$ cat src/design/sirt_pkg.sv
`default_nettype none

package sirt_pkg;

    // Value and text geometry
    localparam int VALUE_W    = 32;
    localparam int NUM_DIGITS = VALUE_W;              // radix 2 needs one digit per bit
    localparam int ALPHA_SYMS = 32;                   // symbols held in the alphabet registers
    localparam int MAX_BASE   = 32;                   // largest radix accepted as valid
    localparam int SYM_W      = 8;
    localparam int LEN_W      = 6;
    localparam int DIGIT_W    = $clog2(ALPHA_SYMS);
    localparam int CNT_W      = $clog2(NUM_DIGITS);
    localparam int NDIG_W     = $clog2(NUM_DIGITS + 1);

    localparam logic [CNT_W-1:0] CNT_LAST = CNT_W'(NUM_DIGITS - 1);

    // Register port geometry
    localparam int PADDR_W       = 6;
    localparam int PDATA_W       = 64;
    localparam int SYMS_PER_WORD = PDATA_W / SYM_W;
    localparam int ALPHA_WORDS   = ALPHA_SYMS / SYMS_PER_WORD;
    localparam int REG_IDX_W     = 3;

    localparam logic [REG_IDX_W-1:0] REG_ALPHABET_0 = 3'd0;
    localparam logic [REG_IDX_W-1:0] REG_ALPHABET_1 = 3'd1;
    localparam logic [REG_IDX_W-1:0] REG_ALPHABET_2 = 3'd2;
    localparam logic [REG_IDX_W-1:0] REG_ALPHABET_3 = 3'd3;
    localparam logic [REG_IDX_W-1:0] REG_RADIX_LEN  = 3'd4;

    localparam logic [SYM_W-1:0] SYM_PLUS  = 8'h2B;
    localparam logic [SYM_W-1:0] SYM_MINUS = 8'h2D;
    localparam logic [SYM_W-1:0] SYM_NONE  = 8'h00;

    typedef struct packed {
        logic [ALPHA_SYMS-1:0][SYM_W-1:0] symbols;
        logic [LEN_W-1:0]                 base_len;
    } cfg_t;

    typedef enum logic [2:0] {
        ST_IDLE = 3'b001,
        ST_CONV = 3'b010,
        ST_EMIT = 3'b100
    } state_t;

endpackage

`default_nettype wire

$ cat src/design/sirt_core.sv
`default_nettype none

module sirt_core (
    input  wire logic                             aclk,
    input  wire logic                             aresetn,
    input  wire sirt_pkg::cfg_t                   cfg,
    input  wire logic                             s_valid,
    output logic                                  s_ready,
    input  wire logic signed [sirt_pkg::VALUE_W-1:0] s_value,
    output logic                                  m_valid,
    input  wire logic                             m_ready,
    output logic [sirt_pkg::SYM_W-1:0]            m_symbol,
    output logic                                  m_last,
    output logic                                  m_bad_alphabet
);
    import sirt_pkg::*;

    state_t                                state_reg, state_next;
    logic [VALUE_W-1:0]                    mag_reg, mag_next;
    logic                                  neg_reg, neg_next;
    logic [CNT_W-1:0]                      cnt_reg, cnt_next;
    logic [NUM_DIGITS-1:0][DIGIT_W-1:0]    digit_reg, digit_next;
    logic [NDIG_W-1:0]                     ndig_reg, ndig_next;
    logic                                  bad_reg, bad_next;
    logic                                  sign_pend_reg, sign_pend_next;
    logic [CNT_W-1:0]                      ptr_reg, ptr_next;
    logic                                  m_valid_reg, m_valid_next;
    logic [SYM_W-1:0]                      m_symbol_reg, m_symbol_next;
    logic                                  m_last_reg, m_last_next;
    logic                                  m_bad_reg, m_bad_next;

    // digit array: double in base r and add the next magnitude bit
    logic [NUM_DIGITS:0]                   carry;
    logic [NUM_DIGITS-1:0]                 gen, prop;
    logic [NUM_DIGITS-1:0][LEN_W-1:0]      dsum, ddiff;
    logic [NUM_DIGITS-1:0][DIGIT_W-1:0]    step_digit;
    logic [NDIG_W-1:0]                     step_ndig;

    // alphabet check for symbol cnt_reg
    logic [SYM_W-1:0]                      chk_sym;
    logic                                  chk_dup;
    logic                                  chk_bad;
    logic                                  len_bad;

    logic                                  out_free;
    logic [DIGIT_W-1:0]                    emit_digit;
    logic [VALUE_W-1:0]                    in_mag;

    assign s_ready        = (state_reg == ST_IDLE);
    assign m_valid        = m_valid_reg;
    assign m_symbol       = m_symbol_reg;
    assign m_last         = m_last_reg;
    assign m_bad_alphabet = m_bad_reg;

    assign in_mag  = s_value[VALUE_W-1] ? (VALUE_W'(0) - VALUE_W'(s_value))
                                        : VALUE_W'(s_value);
    assign len_bad = (cfg.base_len < LEN_W'(2)) || (cfg.base_len > LEN_W'(MAX_BASE));

    always_comb begin
        carry[0] = mag_reg[VALUE_W-1];
        for (int i = 0; i < NUM_DIGITS; i++) begin
            gen[i]       = LEN_W'({digit_reg[i], 1'b0}) >= cfg.base_len;
            prop[i]      = LEN_W'({digit_reg[i], 1'b1}) == cfg.base_len;
            carry[i+1]   = gen[i] | (prop[i] & carry[i]);
        end
        for (int i = 0; i < NUM_DIGITS; i++) begin
            dsum[i]       = LEN_W'({digit_reg[i], carry[i]});
            ddiff[i]      = dsum[i] - cfg.base_len;
            step_digit[i] = carry[i+1] ? ddiff[i][DIGIT_W-1:0] : dsum[i][DIGIT_W-1:0];
        end
        // a carry into the first unused digit makes it a 1 and stops there
        if ((ndig_reg != NDIG_W'(NUM_DIGITS)) && carry[ndig_reg]) begin
            step_ndig = ndig_reg + NDIG_W'(1);
        end else begin
            step_ndig = ndig_reg;
        end
    end

    always_comb begin
        chk_sym = cfg.symbols[cnt_reg];
        chk_dup = 1'b0;
        for (int j = 0; j < ALPHA_SYMS; j++) begin
            if ((CNT_W'(j) > cnt_reg) && (LEN_W'(j) < cfg.base_len) &&
                (cfg.symbols[j] == chk_sym)) begin
                chk_dup = 1'b1;
            end
        end
        chk_bad = (LEN_W'(cnt_reg) < cfg.base_len) &&
                  ((chk_sym == SYM_PLUS) || (chk_sym == SYM_MINUS) || chk_dup);
    end

    assign out_free   = !m_valid_reg || m_ready;
    assign emit_digit = digit_reg[ptr_reg];

    always_comb begin
        state_next     = state_reg;
        mag_next       = mag_reg;
        neg_next       = neg_reg;
        cnt_next       = cnt_reg;
        digit_next     = digit_reg;
        ndig_next      = ndig_reg;
        bad_next       = bad_reg;
        sign_pend_next = sign_pend_reg;
        ptr_next       = ptr_reg;
        m_valid_next   = m_valid_reg && !m_ready;
        m_symbol_next  = m_symbol_reg;
        m_last_next    = m_last_reg;
        m_bad_next     = m_bad_reg;

        unique case (state_reg)
            ST_IDLE: begin
                if (s_valid) begin
                    mag_next   = in_mag;
                    neg_next   = s_value[VALUE_W-1];
                    cnt_next   = '0;
                    digit_next = '0;
                    ndig_next  = NDIG_W'(1);
                    bad_next   = len_bad;
                    state_next = ST_CONV;
                end
            end
            ST_CONV: begin
                digit_next = step_digit;
                ndig_next  = step_ndig;
                mag_next   = {mag_reg[VALUE_W-2:0], 1'b0};
                bad_next   = bad_reg | chk_bad;
                cnt_next   = cnt_reg + CNT_W'(1);
                if (cnt_reg == CNT_LAST) begin
                    ptr_next       = CNT_W'(step_ndig - NDIG_W'(1));
                    sign_pend_next = neg_reg;
                    state_next     = ST_EMIT;
                end
            end
            ST_EMIT: begin
                if (out_free) begin
                    m_valid_next = 1'b1;
                    if (bad_reg) begin
                        m_symbol_next = SYM_NONE;
                        m_last_next   = 1'b1;
                        m_bad_next    = 1'b1;
                        state_next    = ST_IDLE;
                    end else if (sign_pend_reg) begin
                        m_symbol_next  = SYM_MINUS;
                        m_last_next    = 1'b0;
                        m_bad_next     = 1'b0;
                        sign_pend_next = 1'b0;
                    end else begin
                        m_symbol_next = cfg.symbols[emit_digit];
                        m_last_next   = (ptr_reg == '0);
                        m_bad_next    = 1'b0;
                        ptr_next      = ptr_reg - CNT_W'(1);
                        if (ptr_reg == '0) begin
                            state_next = ST_IDLE;
                        end
                    end
                end
            end
            default: begin
                state_next = ST_IDLE;
            end
        endcase
    end

    always_ff @(posedge aclk) begin
        if (!aresetn) begin
            state_reg   <= ST_IDLE;
            m_valid_reg <= 1'b0;
        end else begin
            state_reg   <= state_next;
            m_valid_reg <= m_valid_next;
        end
    end

    always_ff @(posedge aclk) begin
        mag_reg       <= mag_next;
        neg_reg       <= neg_next;
        cnt_reg       <= cnt_next;
        digit_reg     <= digit_next;
        ndig_reg      <= ndig_next;
        bad_reg       <= bad_next;
        sign_pend_reg <= sign_pend_next;
        ptr_reg       <= ptr_next;
        m_symbol_reg  <= m_symbol_next;
        m_last_reg    <= m_last_next;
        m_bad_reg     <= m_bad_next;
    end

    ap_accept_starts: assert property (@(posedge aclk) disable iff (!aresetn)
        (s_valid && s_ready) |=> (state_reg == ST_CONV && cnt_reg == '0 &&
                                  ndig_reg == NDIG_W'(1)))
        else $error("conversion did not start cleanly after a request");

    ap_conv_to_emit: assert property (@(posedge aclk) disable iff (!aresetn)
        (state_reg == ST_CONV && cnt_reg == CNT_LAST) |=> (state_reg == ST_EMIT))
        else $error("conversion did not hand over to emission");

    ap_ptr_range: assert property (@(posedge aclk) disable iff (!aresetn)
        (state_reg == ST_EMIT) |-> (NDIG_W'(ptr_reg) < ndig_reg))
        else $error("digit pointer beyond significant digits");

    ap_err_form: assert property (@(posedge aclk) disable iff (!aresetn)
        (m_valid_reg && m_bad_reg) |-> (m_last_reg && m_symbol_reg == SYM_NONE))
        else $error("error result not a single empty last character");

endmodule

`default_nettype wire

$ cat src/design/signed_integer_to_radix_text_top.sv
// A request is accepted only while idle; the first character is offered once the
// 32-step digit doubling unit has run, then n characters (1 to 33) follow at one
// character per cycle unless m_ready stalls the output.
// A finished last character may wait in the output register while the next
// request converts. Reset (aresetn low at a clock edge) idles the converter,
// drops any pending output and clears all configuration registers to zero.
`default_nettype none

module signed_integer_to_radix_text_top (
    input  wire logic                             aclk,
    input  wire logic                             aresetn,
    // register port
    input  wire logic                             psel,
    input  wire logic                             penable,
    input  wire logic                             pwrite,
    input  wire logic [sirt_pkg::PADDR_W-1:0]     paddr,
    input  wire logic [sirt_pkg::PDATA_W-1:0]     pwdata,
    output logic [sirt_pkg::PDATA_W-1:0]          prdata,
    output logic                                  pready,
    // value requests
    input  wire logic                             s_valid,
    output logic                                  s_ready,
    input  wire logic signed [sirt_pkg::VALUE_W-1:0] s_value,
    // text characters
    output logic                                  m_valid,
    input  wire logic                             m_ready,
    output logic [sirt_pkg::SYM_W-1:0]            m_symbol,
    output logic                                  m_last,
    output logic                                  m_bad_alphabet
);
    import sirt_pkg::*;

    // Alphabet bytes: symbol k sits in byte k mod 8 of register k / 8.
    logic [ALPHA_SYMS-1:0][SYM_W-1:0] alpha_reg;
    logic [LEN_W-1:0]                 base_len_reg;
    logic [REG_IDX_W-1:0]             reg_idx;
    logic                             wr_en;
    cfg_t                             cfg;

    // registers sit on 8-byte boundaries; byte offset bits are ignored
    assign reg_idx = paddr[PADDR_W-1:PADDR_W-REG_IDX_W];
    assign wr_en   = psel && penable && pwrite;
    assign pready  = 1'b1;

    // Update on the access phase; writes to unused indexes drop silently.
    always_ff @(posedge aclk) begin
        if (!aresetn) begin
            alpha_reg    <= '0;
            base_len_reg <= '0;
        end else if (wr_en) begin
            unique case (reg_idx)
                REG_ALPHABET_0: alpha_reg[0*SYMS_PER_WORD +: SYMS_PER_WORD] <= pwdata;
                REG_ALPHABET_1: alpha_reg[1*SYMS_PER_WORD +: SYMS_PER_WORD] <= pwdata;
                REG_ALPHABET_2: alpha_reg[2*SYMS_PER_WORD +: SYMS_PER_WORD] <= pwdata;
                REG_ALPHABET_3: alpha_reg[3*SYMS_PER_WORD +: SYMS_PER_WORD] <= pwdata;
                REG_RADIX_LEN:  base_len_reg <= pwdata[LEN_W-1:0];
                default: ;
            endcase
        end
    end

    // Read back: zero for unused indexes.
    always_comb begin
        unique case (reg_idx)
            REG_ALPHABET_0: prdata = alpha_reg[0*SYMS_PER_WORD +: SYMS_PER_WORD];
            REG_ALPHABET_1: prdata = alpha_reg[1*SYMS_PER_WORD +: SYMS_PER_WORD];
            REG_ALPHABET_2: prdata = alpha_reg[2*SYMS_PER_WORD +: SYMS_PER_WORD];
            REG_ALPHABET_3: prdata = alpha_reg[3*SYMS_PER_WORD +: SYMS_PER_WORD];
            REG_RADIX_LEN:  prdata = PDATA_W'(base_len_reg);
            default:        prdata = '0;
        endcase
    end

    assign cfg.symbols  = alpha_reg;
    assign cfg.base_len = base_len_reg;

    // Converter: validates the alphabet and builds the base-r digits in one
    // pass over the magnitude bits, then streams '-' for a negative value and the digits
    // (or the single error character) through its output register.
    sirt_core u_core (
        .aclk           (aclk),
        .aresetn        (aresetn),
        .cfg            (cfg),
        .s_valid        (s_valid),
        .s_ready        (s_ready),
        .s_value        (s_value),
        .m_valid        (m_valid),
        .m_ready        (m_ready),
        .m_symbol       (m_symbol),
        .m_last         (m_last),
        .m_bad_alphabet (m_bad_alphabet)
    );

endmodule

`default_nettype wire
$ cat config.mk
export PLATFORM = sky130hd
export DESIGN_NAME = signed_integer_to_radix_text_top
export DESIGN_NICKNAME = d
export VERILOG_FILES = /design/src/design/sirt_pkg.sv /design/src/design/sirt_core.sv /design/src/design/signed_integer_to_radix_text_top.sv
export SDC_FILE = /design/constraint.sdc
export NUM_CORES = 2
export LEC_CHECK = 0
export BUFFER_PORTS_ARGS = -buffer_cell sky130_fd_sc_hd__buf_2
export CELL_PAD_IN_SITES_DETAIL_PLACEMENT = 1
export CELL_PAD_IN_SITES_GLOBAL_PLACEMENT = 1
export CORE_MARGIN = 2
export CORE_UTILIZATION = 30
export DETAILED_ROUTE_END_ITERATION = 8
export MAX_ROUTING_LAYER = met4
export PLACE_DENSITY_LB_ADDON = 0.1
export SYNTH_ARGS = -nofsm -noshare
export SYNTH_HDL_FRONTEND = slang
export SYNTH_HIERARCHICAL = 1
export SYNTH_SLANG_ARGS = --single-unit
$ cat constraint.sdc
create_clock -name aclk -period 15.78 [get_ports aclk]
set_input_delay 1.578 -clock aclk [delete_from_list [all_inputs] [get_ports aclk]]
set_output_delay 1.578 -clock aclk [all_outputs]
set_load 0.02 [all_outputs]
==> impl_metrics.env <==
export IMPL_status="finished clean"
export IMPL_yosys_top_cells_area="edfxtp_1 17%, dfxtp_1 13%, mux4_2 10%"
export IMPL_min_path_type="reg -> reg"
export IMPL_reg2regPathDepth=24
export IMPL_cp_top_family="compound AO/OA/AOI/OAI gates"
export IMPL_cts_resized_gates=0
export IMPL_synth_area_mm2=0.03947
export IMPL_r2r_end="u_core/digit_reg[159]"
export IMPL_finalHoldViolCount=0
export IMPL_drv_cap=0
export IMPL_timing_fmax_mhz=140.8
export IMPL_final_area_mm2=0.04449
export IMPL_nNetsFinal=4566
export IMPL_dp_slack_ps=8699
export IMPL_fin_crit_ps=7102
export IMPL_syn_inst=4131
export IMPL_end_kind="flop"
export IMPL_final_common_cell="nand2_1"
export IMPL_cp_max_fo=21
export IMPL_synth_xor_area_share_pct=8.433
export IMPL_drc_errors=0
export IMPL_grt_max_degree=154
export IMPL_arrival_ps=7500
export IMPL_maxSlewHeadroom_pct=25.37
export IMPL_crit_buf_inv=6
export IMPL_fin_ws_ps=8678
export IMPL_dp_hpwl_um=120600
export IMPL_critical_path_class="reg -> reg"
export IMPL_die_x_um=366.7
export IMPL_drt_iter0_markers=2411
export IMPL_yosys_area_share_adder_pct=8.091
export IMPL_ant_nets=0
export IMPL_cts_setup_buffers=0
export IMPL_period_share_pct=45.01
export IMPL_hold_start="u_core/mag_reg[9]"
export IMPL_numPlacedInstances=5906
export IMPL_p_per_area_mw_per_mm2=83.78
export IMPL_ios=186
export IMPL_ys_types=96
export IMPL_yosys_warnings=6
export IMPL_largest_reg_flops=256
export IMPL_r2r_slack_ps=8680
export IMPL_min_to="u_core/mag_reg[10]"
export IMPL_hold_depth=2
export IMPL_synth_top_area_cell="edfxtp_1"
export IMPL_start_util_pct=30.14
export IMPL_synth_edf_count=221
export IMPL_cts_tree="yes"
export IMPL_slowest_stage="dfxtp_1"
export IMPL_layout_common_cells="489 x nand2_1, 369 x mux2i_1, 301 x a21oi_1"
export IMPL_htree_levels=3
export IMPL_dpl_cell_area_mm2=0.04227
export IMPL_post_route_util_pct=33.97
export IMPL_die_area_mm2=0.1345
export IMPL_antenna_found_initial=9
export IMPL_fin_cells=6028
export IMPL_finalSetupTns_ps=0
export IMPL_ys_seq_area_share_pct=30.31
export IMPL_vias=33130
export IMPL_grt_pass1_vias=33470
export IMPL_num_rows=133
export IMPL_post_synth_cell_area_avg_um2=9.554
export IMPL_synthArstFlopShare_pct=0
export IMPL_syn_num_nets=4476
export IMPL_slowest_delay_ps=970
export IMPL_core_area_mm2=0.1310
export IMPL_comb_power_share_pct=19.6
export IMPL_seq_power_share_pct=38.4
export IMPL_port_buffers=181
export IMPL_p_total_mw=3.727
export IMPL_die_h_um=366.7
export IMPL_worst_slew_pin_slew_ps=1119
export IMPL_gp_congestion=0.9552
export IMPL_p_sw_mw=1.155
export IMPL_leakagePower_nw=16.36
export IMPL_grt_ovfl_total=0
export IMPL_clk_pin_slew_ps=60
export IMPL_drive_gt1_share_pct=15.52
export IMPL_vdd_ir_drop_max_mv=0.07787
export IMPL_r2r_start="base_len_reg[5]"
export IMPL_slew_violations=0
export IMPL_skew_ps=32.31
export IMPL_globalRouteTotalUtil_pct=25.20
export IMPL_routed_wl_um=167900
export IMPL_muxShareOfSynthArea_pct=20.79
export IMPL_clockBufferDepth=3
export IMPL_pwr_share_clk_pct=42.1
export IMPL_setup_violations=0
export IMPL_path_cells="inv_2, buf_4, ha_1, nand4_1, a21oi_1, nor2_1, a221oi_4, o311ai_4, a211oi_2, o211ai_1, buf_4, a21boi_0, inv_1, o21ai_1, inv_1, ha_1, fa_1, inv_1, a21o_1, a21oi_1, xor2_1, nor2_1, a21oi_1, nor2_1"
export IMPL_firstDrtPassIters=5
export IMPL_rsz0062_at_grt="false"
export IMPL_critPathLaunchType="flop"
export IMPL_cts_root_buf="clkbuf_16"
export IMPL_synth_top_family_by_area="multiplexers"
export IMPL_hold_ws_ps=522.7
export IMPL_synth_ff_type="dfxtp_1"
export IMPL_grt_pass1_wl_um=244200
export IMPL_clock_sinks=487
export IMPL_numCtsBuffers=68
export IMPL_switching_share_pct=30.98
export IMPL_clock_latency_ps=670
export IMPL_cp_data_required_time_ps=16180
export IMPL_post_drt_wl_per_cell_um=27.86
export IMPL_synth_seq_cells=487
export IMPL_synthToLayoutAreaGrowth_pct=12.73
export IMPL_synth_compound_gate_area_share_pct=13.93
export IMPL_yosys_area_share_simple_pct=13.63
export IMPL_cts_hold_buf=0
export IMPL_via_per_inst=5.496
export IMPL_p_int_mw=2.573
export IMPL_synth_top_area_share_pct=16.82
worst min-delay path, stage by stage, from the launching register on:
cell and delay (ps):
edfxtp_1 320, nand2_1 40, o21ai_0 60
synth_stat cells (13+ instances only):
cell type	instances
nand2_1	491
o31ai_1	13
a21o_1	68
ha_1	204
clkbuf_1	148
o21a_1	13
a221oi_1	15
mux2i_1	380
o22ai_1	16
a31oi_1	20
nor2_1	282
xnor2_1	178
o211ai_1	21
o21ai_0	152
edfxtp_1	221
nand2b_1	16
inv_1	155
a22oi_1	15
nand4_1	51
nor4_1	53
a211oi_1	114
a21oi_1	301
dfxtp_1	266
nor2b_1	119
fa_1	32
nor3_1	27
and2_1	13
buf_6	26
mux2_2	23
buf_1	20
nand3_1	47
buf_2	55
xor2_1	202
mux4_2	184
power groups by stage:
stage / clock [mW] / sequential (mW) / combinational (mW)
floorplan: 0 / 1.44 / 0.512
global placement: 0 / 1.46 / 0.722
detailed placement: 0 / 1.46 / 0.727
CTS: 1.62 / 1.43 / 0.731
global route: 1.66 / 1.44 / 0.805
finish: 1.57 / 1.43 / 0.729
area by class of cell:
type	instances	area [µm²]
antenna	2	5.005
tap	1755	2196
clock buffer	103	2017
clock inverter	17	193.9
fill	14960	86480
sequential	487	11970
timing repair buffer	280	1714
multi-input combinational	3220	25780
inverter	164	615.6
logic make-up after synthesis:
| group | after synthesis |
|---|---|
| adder cells (fa/ha/maj) | 236 |
| other | 1 |
| buffers and inverters | 424 |
| multiplexers | 587 |
| AND/OR/NAND/NOR | 1163 |
| AO/OA/AOI/OAI | 853 |
| XOR/XNOR | 380 |
| flip-flops | 487 |
worst max-delay path by stage:
stage | startpoint | end | depth (start not counted)
2_1_floorplan | base_len_reg[1] | u_core/digit_reg[89] | 20
3_3_place_gp | base_len_reg[5] | u_core/digit_reg[159] | 24
3_5_place_dp | base_len_reg[5] | u_core/digit_reg[159] | 24
4_1_cts | base_len_reg[5] | u_core/digit_reg[159] | 24
5_1_grt | base_len_reg[5] | u_core/digit_reg[159] | 24
6_report | base_len_reg[5] | u_core/digit_reg[159] | 24
layer usage:
metal | track usage, % | share of wire [%] | vias up
met4 | 8.887 | 3.9 | 0
met5 | - | 0 | -
li1 | - | - | 15310
met2 | 40.77 | 47 | 775
met3 | 3.081 | 4.1 | 265
met1 | 32.42 | 45 | 16780
No activity file was read; power rests on OpenSTA's default activity.
